File: src/rtl/rdp_pkg.sv
// ----------------------------------------------------------------------------
// RDP connection request parser package
// Shared status codes, queue sizing and the record that the parser hands to
// the output stage.
// ----------------------------------------------------------------------------
package rdp_pkg;

	// Status codes reported in the final item of a run.
	localparam logic [2:0] StOk         = 3'd0;
	localparam logic [2:0] StHdrShort   = 3'd1;
	localparam logic [2:0] StVersion    = 3'd2;
	localparam logic [2:0] StTooShort   = 3'd3;
	localparam logic [2:0] StPayShort   = 3'd4;
	localparam logic [2:0] StX224       = 3'd5;
	localparam logic [2:0] StNegReq     = 3'd6;

	// Protocol constants.
	localparam logic [7:0]  TpktVersion  = 8'h03;
	localparam logic [7:0]  X224CrCode   = 8'hE0;
	localparam logic [7:0]  X224ClassMsk = 8'hFC;
	localparam logic [7:0]  NegReqType   = 8'h01;
	localparam logic [7:0]  NegReqLen    = 8'h08;
	localparam int unsigned RdstlsBit    = 2;
	localparam logic [15:0] MinPktLen    = 16'd11;
	localparam logic [3:0]  PrefixLast   = 4'd12;
	localparam logic [7:0]  ChCr         = 8'h0D;
	localparam logic [7:0]  ChLf         = 8'h0A;

	// Result queue between the parser and the output stage.
	localparam int unsigned FifoDepth = 4;
	localparam int unsigned FifoAw    = $clog2(FifoDepth);

	// One parser step: an optional token byte followed by an optional status.
	typedef struct packed {
		logic       tok_vld;
		logic [7:0] tok_byte;
		logic       st_vld;
		logic [2:0] code;
		logic       has_token;
		logic       wants_rdstls;
	} rdp_rec_t;

	// Characters of the "Cookie: msts=" prefix by index.
	function automatic logic [7:0] cookie_char(input logic [3:0] idx);
		logic [7:0] ch;
		case (idx)
			4'd0:    ch = 8'h43;
			4'd1:    ch = 8'h6F;
			4'd2:    ch = 8'h6F;
			4'd3:    ch = 8'h6B;
			4'd4:    ch = 8'h69;
			4'd5:    ch = 8'h65;
			4'd6:    ch = 8'h3A;
			4'd7:    ch = 8'h20;
			4'd8:    ch = 8'h6D;
			4'd9:    ch = 8'h73;
			4'd10:   ch = 8'h74;
			4'd11:   ch = 8'h73;
			4'd12:   ch = 8'h3D;
			default: ch = 8'h00;
		endcase
		return ch;
	endfunction

endpackage

File: src/rtl/rdp_connection_request_parser.sv
// ----------------------------------------------------------------------------
// RDP connection request parser
// Parses the TPKT header, X.224 connection request, routing token cookie and
// rdpNegReq of a client's first packet, streaming the token bytes and ending
// each run with a status item.
//
//   Channel  Dir  Handshake           Content
//   s_*      in   s_tvalid/s_tready   s_tdata[7:0] data byte, s_tlast end of data
//   m_*      out  m_tvalid/m_tready   m_tdata token byte or status, m_tuser status
//
// One input byte is accepted per cycle while the four-record queue has room.
// A byte that yields both a token byte and the status needs two output
// transfers; all other bytes yield at most one, so the output side sets the
// rate only after such bytes or when m_tready is held low.
// Reset is asynchronous and active low; the parser restarts at the header.
// The token stream runs one byte behind the input.
// ----------------------------------------------------------------------------
module rdp_connection_request_parser (
	input  logic        clk,
	input  logic        arst_n,
	input  logic        s_tvalid,
	output logic        s_tready,
	input  logic [7:0]  s_tdata,   // [7:0] data_byte
	input  logic        s_tlast,   // end_of_data
	output logic        m_tvalid,
	input  logic        m_tready,
	output logic [15:0] m_tdata,   // [7:0] token_byte, [10:8] status_code,
	                               // [11] has_token, [12] wants_rdstls, [15:13] zero
	output logic        m_tuser    // [0] is_status
);

	logic              accept;
	logic              push;
	logic              pop;
	logic              full;
	logic              empty;
	rdp_pkg::rdp_rec_t wr_rec;
	rdp_pkg::rdp_rec_t rd_rec;

	assign s_tready = !full;
	assign accept   = s_tvalid & s_tready;

	// Byte parser.
	rdp_parse_front u_front (
		.clk         (clk),
		.arst_n      (arst_n),
		.accept      (accept),
		.data_byte   (s_tdata),
		.end_of_data (s_tlast),
		.push        (push),
		.rec         (wr_rec)
	);

	// Record queue.
	rdp_rec_fifo u_fifo (
		.clk    (clk),
		.arst_n (arst_n),
		.push   (push),
		.wr_rec (wr_rec),
		.pop    (pop),
		.rd_rec (rd_rec),
		.full   (full),
		.empty  (empty)
	);

	// Output stage.
	rdp_emit_back u_back (
		.clk      (clk),
		.arst_n   (arst_n),
		.q_empty  (empty),
		.q_rec    (rd_rec),
		.pop      (pop),
		.m_tvalid (m_tvalid),
		.m_tready (m_tready),
		.m_tdata  (m_tdata),
		.m_tuser  (m_tuser)
	);

endmodule

File: src/rtl/rdp_parse_front.sv
// ----------------------------------------------------------------------------
// RDP parser front end
// Per-byte state machine that walks the TPKT header, the X.224 connection
// request, the cookie prefix, the routing token and the rdpNegReq, and builds
// at most one result record per accepted byte.
// ----------------------------------------------------------------------------
module rdp_parse_front (
	input  logic             clk,
	input  logic             arst_n,
	input  logic             accept,
	input  logic [7:0]       data_byte,
	input  logic             end_of_data,
	output logic             push,
	output rdp_pkg::rdp_rec_t rec
);

	// Parse phases.
	localparam logic [2:0] PhHeader    = 3'd0;
	localparam logic [2:0] PhX224      = 3'd1;
	localparam logic [2:0] PhPrefix    = 3'd2;
	localparam logic [2:0] PhToken     = 3'd3;
	localparam logic [2:0] PhNegReq    = 3'd4;
	localparam logic [2:0] PhTailToken = 3'd5;
	localparam logic [2:0] PhTailNone  = 3'd6;
	localparam logic [2:0] PhDrain     = 3'd7;

	logic [15:0] pos_q, pos_n;
	logic [15:0] plen_q, plen_n;
	logic [2:0]  ph_q, ph_n;
	logic [3:0]  pidx_q, pidx_n;
	logic [7:0]  held_q, held_n;
	logic        hv_q, hv_n;
	logic [2:0]  perr_q, perr_n;
	logic        tnz_q, tnz_n;
	logic [15:0] nst_q, nst_n;
	logic        rds_q, rds_n;

	logic [16:0] pos1;
	logic [16:0] pos9;
	logic [15:0] plen_v;
	logic [15:0] off;
	logic        tail;
	logic        done;
	logic [2:0]  code_e;
	logic        has_e;

	// Next state for one accepted byte.
	always_comb begin
		pos_n  = pos_q;
		plen_n = plen_q;
		ph_n   = ph_q;
		pidx_n = pidx_q;
		held_n = held_q;
		hv_n   = hv_q;
		perr_n = perr_q;
		tnz_n  = tnz_q;
		nst_n  = nst_q;
		rds_n  = rds_q;
		rec    = '0;
		tail   = 1'b0;
		done   = 1'b0;
		code_e = rdp_pkg::StOk;
		has_e  = 1'b0;
		pos1   = {1'b0, pos_q} + 17'd1;
		pos9   = {1'b0, pos_q} + 17'd9;
		plen_v = {plen_q[15:8], data_byte};
		off    = pos_q - nst_q;

		case (ph_q)
			PhDrain: begin
				if (end_of_data) begin
					ph_n = PhHeader;
				end
			end
			PhHeader: begin
				if (pos_q == 16'd0 && data_byte != rdp_pkg::TpktVersion) begin
					perr_n = rdp_pkg::StVersion;
				end
				if (pos_q == 16'd2) begin
					plen_n = {data_byte, 8'h00};
				end
				if (pos_q < 16'd3) begin
					pos_n = pos1[15:0];
					if (end_of_data) begin
						done   = 1'b1;
						code_e = rdp_pkg::StHdrShort;
					end
				end else begin
					plen_n = plen_v;
					if (perr_q != rdp_pkg::StOk) begin
						done   = 1'b1;
						code_e = rdp_pkg::StVersion;
					end else if (plen_v < rdp_pkg::MinPktLen) begin
						done   = 1'b1;
						code_e = rdp_pkg::StTooShort;
					end else begin
						ph_n = PhX224;
						tail = 1'b1;
					end
				end
			end
			PhX224: begin
				tail = 1'b1;
				if (pos_q == 16'd4 && (plen_q - 16'd5) != {8'h00, data_byte}) begin
					perr_n = rdp_pkg::StX224;
				end
				if (pos_q == 16'd5 && data_byte != rdp_pkg::X224CrCode) begin
					perr_n = rdp_pkg::StX224;
				end
				if ((pos_q == 16'd6 || pos_q == 16'd7) && data_byte != 8'h00) begin
					perr_n = rdp_pkg::StX224;
				end
				if (pos_q == 16'd10) begin
					if ((data_byte & rdp_pkg::X224ClassMsk) != 8'h00) begin
						perr_n = rdp_pkg::StX224;
					end
					ph_n = (perr_n != rdp_pkg::StOk) ? PhTailNone : PhPrefix;
				end
			end
			PhPrefix: begin
				tail = 1'b1;
				if (data_byte == rdp_pkg::cookie_char(pidx_q)) begin
					pidx_n = pidx_q + 4'd1;
					if (pidx_q == rdp_pkg::PrefixLast) begin
						ph_n = PhToken;
					end
				end else begin
					ph_n = PhTailNone;
				end
			end
			PhToken: begin
				tail = 1'b1;
				if (hv_q && held_q == rdp_pkg::ChCr && data_byte == rdp_pkg::ChLf) begin
					hv_n   = 1'b0;
					held_n = 8'h00;
					if (!tnz_q) begin
						ph_n = PhTailNone;
					end else if (pos9 <= {1'b0, plen_q}) begin
						nst_n = pos1[15:0];
						ph_n  = PhNegReq;
					end else begin
						ph_n = PhTailToken;
					end
				end else begin
					// The held byte is released once the next one proves it is no CR of CRLF.
					if (hv_q) begin
						rec.tok_vld  = 1'b1;
						rec.tok_byte = held_q;
						tnz_n        = 1'b1;
					end
					held_n = data_byte;
					hv_n   = 1'b1;
				end
			end
			PhNegReq: begin
				tail = 1'b1;
				if (off == 16'd0 && data_byte != rdp_pkg::NegReqType) begin
					perr_n = rdp_pkg::StNegReq;
				end
				if (off == 16'd2 && data_byte != rdp_pkg::NegReqLen) begin
					perr_n = rdp_pkg::StNegReq;
				end
				if (off == 16'd3 && data_byte != 8'h00) begin
					perr_n = rdp_pkg::StNegReq;
				end
				if (off == 16'd4) begin
					rds_n = data_byte[rdp_pkg::RdstlsBit];
				end
				if (off >= 16'd7) begin
					ph_n = PhTailToken;
				end
			end
			PhTailToken: begin
				tail = 1'b1;
			end
			PhTailNone: begin
				tail = 1'b1;
			end
			default: begin
				ph_n = PhHeader;
			end
		endcase

		// End of packet or end of available data.
		if (tail) begin
			pos_n = pos1[15:0];
			if (pos1 == {1'b0, plen_n}) begin
				done   = 1'b1;
				code_e = perr_n;
				has_e  = (perr_n == rdp_pkg::StOk) && (ph_n == PhTailToken);
			end else if (end_of_data) begin
				done   = 1'b1;
				code_e = rdp_pkg::StPayShort;
			end
		end

		// Status item and run restart.
		if (done) begin
			rec.st_vld       = 1'b1;
			rec.code         = code_e;
			rec.has_token    = has_e;
			rec.wants_rdstls = has_e & rds_n;
			pos_n  = 16'd0;
			plen_n = 16'd0;
			pidx_n = 4'd0;
			held_n = 8'h00;
			hv_n   = 1'b0;
			perr_n = rdp_pkg::StOk;
			tnz_n  = 1'b0;
			nst_n  = 16'd0;
			rds_n  = 1'b0;
			ph_n   = end_of_data ? PhHeader : PhDrain;
		end
	end

	assign push = accept & (rec.tok_vld | rec.st_vld);

	// Parser state registers.
	always_ff @(posedge clk or negedge arst_n) begin
		if (!arst_n) begin
			pos_q  <= 16'd0;
			plen_q <= 16'd0;
			ph_q   <= PhHeader;
			pidx_q <= 4'd0;
			held_q <= 8'h00;
			hv_q   <= 1'b0;
			perr_q <= rdp_pkg::StOk;
			tnz_q  <= 1'b0;
			nst_q  <= 16'd0;
			rds_q  <= 1'b0;
		end else if (accept) begin
			pos_q  <= pos_n;
			plen_q <= plen_n;
			ph_q   <= ph_n;
			pidx_q <= pidx_n;
			held_q <= held_n;
			hv_q   <= hv_n;
			perr_q <= perr_n;
			tnz_q  <= tnz_n;
			nst_q  <= nst_n;
			rds_q  <= rds_n;
		end
	end

endmodule

File: src/rtl/rdp_rec_fifo.sv
// ----------------------------------------------------------------------------
// RDP result record queue
// Short first-in first-out queue of parser records that lets the parser and
// the output stage stall independently.
// ----------------------------------------------------------------------------
module rdp_rec_fifo (
	input  logic              clk,
	input  logic              arst_n,
	input  logic              push,
	input  rdp_pkg::rdp_rec_t wr_rec,
	input  logic              pop,
	output rdp_pkg::rdp_rec_t rd_rec,
	output logic              full,
	output logic              empty
);

	localparam int unsigned Aw = rdp_pkg::FifoAw;

	rdp_pkg::rdp_rec_t       slot_q [rdp_pkg::FifoDepth];
	logic [Aw-1:0]           wp_q;
	logic [Aw-1:0]           rp_q;
	logic [Aw:0]             cnt_q;

	assign full   = (cnt_q == (Aw+1)'(rdp_pkg::FifoDepth));
	assign empty  = (cnt_q == '0);
	assign rd_rec = slot_q[rp_q];

	// Record storage.
	always_ff @(posedge clk) begin
		if (push) begin
			slot_q[wp_q] <= wr_rec;
		end
	end

	// Pointers and fill count.
	always_ff @(posedge clk or negedge arst_n) begin
		if (!arst_n) begin
			wp_q  <= '0;
			rp_q  <= '0;
			cnt_q <= '0;
		end else begin
			if (push) begin
				wp_q <= wp_q + Aw'(1);
			end
			if (pop) begin
				rp_q <= rp_q + Aw'(1);
			end
			if (push && !pop) begin
				cnt_q <= cnt_q + (Aw+1)'(1);
			end else if (pop && !push) begin
				cnt_q <= cnt_q - (Aw+1)'(1);
			end
		end
	end

	// The parser never writes into a full queue.
	a_no_overflow: assert property (@(posedge clk) disable iff (!arst_n)
		push |-> !full) else $error("record queue overflow");

	// The output stage never reads an empty queue.
	a_no_underflow: assert property (@(posedge clk) disable iff (!arst_n)
		pop |-> !empty) else $error("record queue underflow");

	// A lone write raises the fill count by one.
	a_count_up: assert property (@(posedge clk) disable iff (!arst_n)
		(push && !pop) |=> cnt_q == $past(cnt_q) + (Aw+1)'(1))
		else $error("record queue count did not advance");

endmodule

File: src/rtl/rdp_emit_back.sv
// ----------------------------------------------------------------------------
// RDP result output stage
// Takes records from the queue and presents their token and status items on
// the output stream, one item per transfer, token first.
// ----------------------------------------------------------------------------
module rdp_emit_back (
	input  logic              clk,
	input  logic              arst_n,
	input  logic              q_empty,
	input  rdp_pkg::rdp_rec_t q_rec,
	output logic              pop,
	output logic              m_tvalid,
	input  logic              m_tready,
	output logic [15:0]       m_tdata,
	output logic              m_tuser
);

	rdp_pkg::rdp_rec_t rec_q;
	logic              tok_pend_q;
	logic              st_pend_q;
	logic              xfer;
	logic              last_xfer;

	assign m_tvalid  = tok_pend_q | st_pend_q;
	assign xfer      = m_tvalid & m_tready;
	// The transfer empties the holding register when only one item is left.
	assign last_xfer = xfer & (tok_pend_q ^ st_pend_q);
	assign pop       = !q_empty & (!m_tvalid | last_xfer);

	// Item on the bus: token byte, or the status fields with a zero byte.
	assign m_tuser = !tok_pend_q;
	assign m_tdata = tok_pend_q
		? {8'h00, rec_q.tok_byte}
		: {3'b000, rec_q.wants_rdstls, rec_q.has_token, rec_q.code, 8'h00};

	// Holding register payload.
	always_ff @(posedge clk) begin
		if (pop) begin
			rec_q <= q_rec;
		end
	end

	// Pending item flags.
	always_ff @(posedge clk or negedge arst_n) begin
		if (!arst_n) begin
			tok_pend_q <= 1'b0;
			st_pend_q  <= 1'b0;
		end else if (pop) begin
			tok_pend_q <= q_rec.tok_vld;
			st_pend_q  <= q_rec.st_vld;
		end else if (xfer) begin
			if (tok_pend_q) begin
				tok_pend_q <= 1'b0;
			end else begin
				st_pend_q <= 1'b0;
			end
		end
	end

endmodule
File: config.mk
export PLATFORM = sky130hd
export DESIGN_NAME = rdp_connection_request_parser
export DESIGN_NICKNAME = d
export VERILOG_FILES = /design/src/rtl/rdp_pkg.sv /design/src/rtl/rdp_connection_request_parser.sv /design/src/rtl/rdp_parse_front.sv /design/src/rtl/rdp_rec_fifo.sv /design/src/rtl/rdp_emit_back.sv
export SDC_FILE = /design/constraint.sdc
export NUM_CORES = 1
export LEC_CHECK = 0
export ABC_AREA = 1
export ABC_CLOCK_PERIOD_IN_PS = 5700
export BUFFER_PORTS_ARGS = -buffer_cell sky130_fd_sc_hd__buf_4
export CAP_MARGIN = 25
export CORE_ASPECT_RATIO = 2
export CORE_UTILIZATION = 59
export CTS_CLUSTER_SIZE = 28
export DETAILED_ROUTE_END_ITERATION = 8
export PLACE_DENSITY = 0.78
export RECOVER_POWER = 25
export SLEW_MARGIN = 20
export SYNTH_ARGS = -nofsm -noshare
export SYNTH_HDL_FRONTEND = slang
export SYNTH_SLANG_ARGS = --single-unit
File: constraint.sdc
create_clock -name clk -period 5.7 [get_ports clk]
set_input_delay 0 -clock clk [delete_from_list [all_inputs] [get_ports clk]]
set_output_delay 0 -clock clk [all_outputs]
set_load 0.005 [all_outputs]
## After elaboration in Yosys (flattened, before gate mapping)

Memories as Yosys holds them, arrays and structs flattened.
Cells that the tools add are included.

- Reduce and logical (&&, ||, !) cells: 46
- $mul: 0
- Div/mod/pow operators: 0
- Add/sub/neg operators: 9
- Bitwise logic cells: 10
- Mux-type cells: 94
- Magnitude comparators: 4
- Eq/ne operators: 30
- Shifts and indexed selects: 0

Operators with widths:

| cell | number |
|---|---|
| two-way mux 16 bit | 13 |
| two-way mux 3 bit | 33 |
| == test 16 x 3 -> 1 bit (second input constant) | 5 |
| == test 16 x 2 -> 1 bit (second input constant) | 3 |
| zero test 16 bit | 2 |
| two-way mux 1 bit | 32 |
| two-way mux 8 bit | 4 |
| two-way mux 9 bit | 3 |
| == test 3 bit (second input constant) | 6 |
| one-hot mux 3 bit (6 select lines) | 1 |
| nonzero test 2 bit | 9 |
| adder 16 x 1 -> 17 bit (second input constant) | 1 |
| adder 16 x 4 -> 17 bit (second input constant) | 1 |
| == test 17 x 16 -> 1 bit | 1 |
| <= comparator 17 x 16 -> 1 bit | 1 |
| == test 16 x 4 -> 1 bit (second input constant) | 1 |
| == test 8 x 4 -> 1 bit (second input constant) | 2 |
| greater-or-equal comparator 16 x 3 -> 1 bit (second input constant) | 1 |
| less-than comparator 16 x 2 -> 1 bit (second input constant) | 1 |
| less-than comparator 16 x 4 -> 1 bit (second input constant) | 1 |
| != test 16 x 8 -> 1 bit | 1 |
| nonzero test 8 bit | 2 |
| subtractor 16 bit | 1 |
| subtractor 16 x 3 -> 16 bit (second input constant) | 1 |
| 33 further kinds | 67 |

- RAM bits: 60
- Input bits: 13
- Register bits: 91
- Logic and storage cells: 214
- Memories kept: 2
- Bits in read-only memories: 112
- Bits in latches: 0

Memories:

| memory | depth | width | read ports | clocked after Yosys merged registers in | wr ports | RTL line | RTL |
|---|---|---|---|---|---|---|---|
| (name not given) | 16 | 7 | 1 | 0 | 0 | rdp_pkg.sv:46 | `case (idx)` |
| u_fifo.slot_q | 4 | 15 | 1 | 0 | 1 | rdp_rec_fifo.sv:19 | `rdp_pkg::rdp_rec_t slot_q [rdp_pkg::FifoDepth];` |

## Depth between registers and ports, before layout

- Depth in word-level cells: 25
- Gate-level depth with buffers: 25

## Hierarchy

Synthesis repeated with hierarchy kept, for this count alone.

- Cells, all modules: 1,516
- Area, all modules: 11,074.4 um^2

By module, submodules not included:

| module | area an instance (um^2) | instances | cells each | seq. area each (um^2) |
|---|---|---|---|---|
| rdp_parse_front | 7,551.0 | 1 | 1,227 | 1,726.7 |
| rdp_rec_fifo | 2,857.7 | 1 | 223 | 1,976.9 |
| rdp_emit_back | 651.9 | 1 | 63 | 440.4 |
| rdp_connection_request_parser | 13.8 | 1 | 3 | 0.0 |

## Least setup slack after synthesis

OpenSTA, ideal clock, no wires.

- Path type: register to register
- From: register u_front.pos_q[0]
- To: memory u_fifo.slot_q[0][0] (netlist bit) (enable)
- Stages on the path, launching flop included: 20
- Period minus slack after synthesis: 3.357 ns
- Arrival time: 2.970 ns
- Setup time: 0.387 ns
- Path slack: 2.343 ns
- Path through: dfrtp_1 > inv_1 > ha_1 > inv_1 > nor2_1 > nand2_1 > nor2_4 > nand2_4 > buf_6 > nand4_1 > nand2_1 > nor2_1 > nand2_1 > nor2_1 > nand3_1 > nand3_2 > nand3_4 > o21ai_2 > inv_1 > nor2_1

- Word-level cells in the longest chain between the ends: 12

Ends and longest elaborated chain:

| what | RTL line | RTL |
|---|---|---|
| start, declared | rdp_parse_front.sv:27 | `logic [15:0] pos_q, pos_n;` |
| start signal, assigned | rdp_parse_front.sv:232 | `pos_q <= pos_n;` |
| parallel branches: the longest is 6 deep, another holds less-than comparator 16 x 2 -> 1 bit | -- |  |
| two-way mux 1 bit * | rdp_parse_front.sv:185 | `if (tail) begin` |
| two-way mux 6 bit * | rdp_parse_front.sv:198 | `if (done) begin` |
| bitwise OR 1 bit * | rdp_parse_front.sv:216 | `assign push = accept & (rec.tok_vld \| rec.st_vld);` |
| bitwise AND 1 bit * | rdp_parse_front.sv:216 |  |
| net push | rdp_connection_request_parser.sv:33 | `logic push;` |
| two-way mux 1 bit * | rdp_rec_fifo.sv:30 | `if (push) begin` |
| two-way mux 1 bit (not written as such) * | rdp_rec_fifo.sv:31 | `slot_q[wp_q] <= wr_rec;` |
| end, declared | rdp_rec_fifo.sv:19 |  |

Mark *: on every way through the listed nets, which the timed path passes.

## Final worst setup path

- From: register u_front.pos_q[0]
- To: register u_fifo.cnt_q[2]

- Word-level cells in the longest chain between the ends: 13

Ends and longest elaborated chain:

| what | RTL line | RTL |
|---|---|---|
| parallel branches: the longest is 6 deep, another holds less-than comparator 16 x 2 -> 1 bit | -- |  |
| two-way mux 1 bit * | rdp_parse_front.sv:185 |  |
| two-way mux 6 bit * | rdp_parse_front.sv:198 |  |
| bitwise OR 1 bit * | rdp_parse_front.sv:216 |  |
| bitwise AND 1 bit * | rdp_parse_front.sv:216 |  |
| net push | rdp_connection_request_parser.sv:33 |  |
| zero test 1 bit | rdp_rec_fifo.sv:50 | `end else if (pop && !push) begin` |
| logical AND 1 bit | rdp_rec_fifo.sv:50 |  |
| nonzero test 2 bit (no source line) | -- |  |
| end signal, assigned | rdp_rec_fifo.sv:49 | `cnt_q <= cnt_q + (Aw+1)'(1);` |
| end signal, assigned | rdp_rec_fifo.sv:51 | `cnt_q <= cnt_q - (Aw+1)'(1);` |
| end, declared | rdp_rec_fifo.sv:22 | `logic [Aw:0] cnt_q;` |

Marked as above.
A chain may end at the register's enable or synchronous reset.

==> impl_results.md <==
* Outcome: complete, no violations
* Aggregate global routing overflow at 0
* Reg2Reg Depth at 24
* Final Setup Violations at 0
* Die width at 95.56 microns
* DP Area at approximately 11000 sq um
* Final GP Congestion at between 1 and 1.5
* Initial antenna violation count at 1
* RSZ-0062 raised after global routing: no
* Area growth syn-to-layout at 9.473%
* Cell area after synthesis at between 10000 and 15000 sq um
* Largest net degree at the start of global routing at 79
* Drt wl/cell at ~21 microns
* Share of cells above drive strength 1 at under 10%
* Final number of max-transition violations at 0
* Global-route wire length before repair at 53.36 mm
* Port bufs at 28
* Internal power at approximately 3.2 mW
* Syn avg cell area at roughly 7.3 sq um
* Simple-gate share of the synthesized area at a little under a third
* Cts bufs inserted at 17
* Adder-cell share of the synthesized area at 6.445%
* Routed Antenna Nets at 0
* Sink Count at ~150
* Root Buffer: clkbuf_16
* Routed vias at around 10000
* Slew @ Worst Pin at just over 1 ns
* Switch share at between 40% and 50%
* Die ar. at 18070 sq um
* Share of synthesized registers carrying an async set or reset at about half
* Vias/cell at around 6.0
* Final worst hold slack at approximately 0.035 ns
* TNS Setup at 0 ns
* P_sw at 2.984 mW
* Number of global-route vias before repair at 10070
* CP required at around 6 ns
* Synth area leaders: edfxtp_1, dfrtp_1, nand2_1
* Final period util at 73.76%
* Chip height at roughly 190 microns
* Setup WS post-layout at between 1 and 1.5 ns
* Nets@finish at around 1500
* Number of synthesized flops with an enable pin at 73
* Clock network power share at a little under a fifth
* Finished Cell Area at between 10000 and 15000 sq um
* Hold Vio Cnt, Final at 0
* TritonRoute pass-1 iters at 6
* Max_slew headroom at approximately a third
* Max-cap viol count at 0
* Fillcell total at ~1600
* Post-synth top area cell: edfxtp_1
* Final core occ at around 66%
* Hold depth at 5
* Post-synthesis xor/xnor area fraction at between 2 and 3%
* Synth warn at 0
* Synth Area in Compound Gates at a little over a tenth
* CP max FO at 13
* Skew final at approximately 0.010 ns
* Critical Path AT at roughly 4.5 ns
* Leakage at between 5 and 6 nW
* Max Buffers Root-to-Sink at 2
* Remaining DRCs at 0
* Sequential cell area fraction in the yosys report at 40.12%
* Startpoint Class: register
* Reg power frac at between 20% and 30%
* Crit path time final at roughly 4.2 ns
* Largest family of logic cells by synthesized area: simple AND/OR/NAND/NOR gates
* # rows at between 60 and 70
* FF+latch count, synth at between 150 and 200
* Power density cells at ~550 nW/um^2
* Yosys cell types at slightly below 50
* Hold WC Path Type: in2reg
* 1st-iter DRT viols at 624
* Combinational share of power at between 50 and 60%
* Worst vdd ir at 0.0002814 V
* Mux cell area share after synthesis at 0.1090%
* Tot GR Track Use at between 40% and 50%
* Io pins at 32
* Fmax at between 200 and 250 MHz
* Clock Latency Late Sink at between 0.4 and 0.5 ns
* Prevailing post-synth register cell: dfrtp_1
* H-tree level count at 4
* CP Class: reg2reg
* Crit. End Element: register
* Core box area at 17190 sq um
* Synth top area share at 21.22%
* Post-synthesis cell count at about 1400
* Initial cell density of the core at between 60% and 70%
* TritonCTS clock tree: done
* Post-Place Worst Slack at 1.708 ns
* Detail Placement HPWL at about 27 mm
* Worst-path clk slew at about 0.06 ns
* Final wirelength at about 35 mm
* Post-CTS Setup Inserts at 0
cell families after synthesis:
group,count (synthesis)
and+or+nand+nor,746
buffers and inverters,232
AOI/OAI and AO/OA,204
DFF,151
adders and majority gates,52
xor gates and xnor gates,30
other,1
muxes,1
synth_stat cells (all sizes together), types with 2 or more instances:
| cell type | number |
|---|---|
| a211oi | 2 |
| a21oi | 51 |
| a31oi | 4 |
| buf | 19 |
| clkbuf | 15 |
| clkinv | 3 |
| dfrtp | 78 |
| edfxtp | 73 |
| fa | 2 |
| ha | 50 |
| inv | 195 |
| nand2 | 378 |
| nand3 | 105 |
| nand3b | 6 |
| nand4 | 35 |
| nor2 | 205 |
| nor3 | 9 |
| nor4 | 4 |
| o211ai | 6 |
| o21a | 2 |
| o21ai | 105 |
| o21bai | 2 |
| o22ai | 26 |
| o31ai | 2 |
| or2 | 2 |
| xnor2 | 7 |
| xor2 | 23 |
registers in the layout (all words and copies together) (netlist names):
signal	flops
u_fifo.slot_q	60
u_front.nst_q	16
u_front.plen_q	16
u_front.pos_q	16
u_back.rec_q	13
u_front.held_q	8
u_front.pidx_q	4
u_fifo.cnt_q	3
u_front.perr_q	3
u_front.ph_q	3
u_fifo.rp_q	2
u_fifo.wp_q	2
u_back.st_pend_q	1
u_back.tok_pend_q	1
u_front.hv_q	1
u_front.rds_q	1
u_front.tnz_q	1
final timing paths:
kind / from / end / slack, ns
min: s_tdata[3] / u_front.plen_q[11] / 0.04
min reg2reg: u_fifo.cnt_q[2] / u_fifo.cnt_q[2] / 0.50
max: u_front.pos_q[0] / u_fifo.cnt_q[2] / 1.50
max in group asynchronous: arst_n / u_front.ph_q[1] / 4.97
min in group asynchronous: arst_n / u_back.st_pend_q / 0.16
max reg2reg: u_front.pos_q[0] / u_fifo.cnt_q[2] / 1.50
worst max-delay path, cell delays in order (launching register included):
cell,delay (ns)
dfrtp_1,0.45
ha_1,0.28
nor2_1,0.14
nand2_1,0.10
nor2_2,0.13
nand2_2,0.18
inv_2,0.10
nand2_2,0.19
nand2_1,0.15
nand2_1,0.18
nand2_1,0.13
nand2_1,0.06
nor2_1,0.09
nand2_1,0.06
nor2_1,0.12
nand3_1,0.12
nand3_2,0.13
nand3_4,0.18
o21ai_2,0.22
ha_1,0.23
inv_1,0.07
fa_1,0.38
a21oi_1,0.15
o21ai_0,0.12
xnor2_1,0.14
repair_timing:
item | 4_1_cts | 5_1_grt
hold buffers | 5 | 0
gates resized for setup | 0 | 0
hold endpoints to repair | 82 | 0
metrics by stage:
stage	power, mW	std cells
floorplan	4.034	1419
global placement	4.858	1629
detailed placement	4.926	1629
CTS	6.108	1666
global route	6.640	1666
finish	6.206	1667
routing by layer:
metal | GRT usage (%) | vias to the layer above | share of wire, %
li1 | - | 4694 | -
met1 | 33.22 | 4632 | 29
met2 | 74.07 | 422 | 53
met3 | 11.89 | 211 | 6.6
met4 | 39.15 | 0 | 11
met5 | 0 | - | 0
final cells by class:
type / instances / area [sq um] / area share [%]
Clock buffer: 18 / 429.2 / 3.796
Sequential cell: 151 / 4144 / 36.65
Antenna cell: 1 / 2.502 / 0.02213
Timing Repair Buffer: 39 / 309.0 / 2.733
Clock inverter: 14 / 162.7 / 1.439
Tap cell: 210 / 262.8 / 2.324
Inverter: 198 / 745.7 / 6.595
Multi-Input combinational cell: 1036 / 5251 / 46.44
cells in the final DEF, fill, tap and decap left out, types with 3 or more instances in the layout:
cell type      instances
o211ai_1               6
conb_1                 3
inv_6                  6
nand2_4                3
inv_2                  8
nand3_1              102
a21oi_2                4
a31oi_1                4
clkinv_1               4
xnor2_1                7
dfrtp_1               78
nor3_1                 9
o21ai_1               13
ha_1                  50
nor2_1               198
nand3b_1               6
edfxtp_1              73
xor2_1                23
inv_1                186
buf_4                 32
nor2_2                 4
a21oi_1               47
dlygate4sd3_1          5
nor2_4                 3
nand4_1               35
o21ai_0               90
clkbuf_16             17
nand2_1              368
nand2_2                7
o22ai_1               26
nor4_1                 4
power by group through the flow:
stage	registers (mW)	logic (mW)	clock network [mW]
2_1_floorplan	1.70	2.33	0
3_3_place_gp	1.82	3.04	0
3_5_place_dp	1.83	3.10	0
4_1_cts	1.81	3.13	1.16
5_1_grt	1.85	3.59	1.20
6_report	1.82	3.23	1.16
Power figures use the tool's default switching activity.
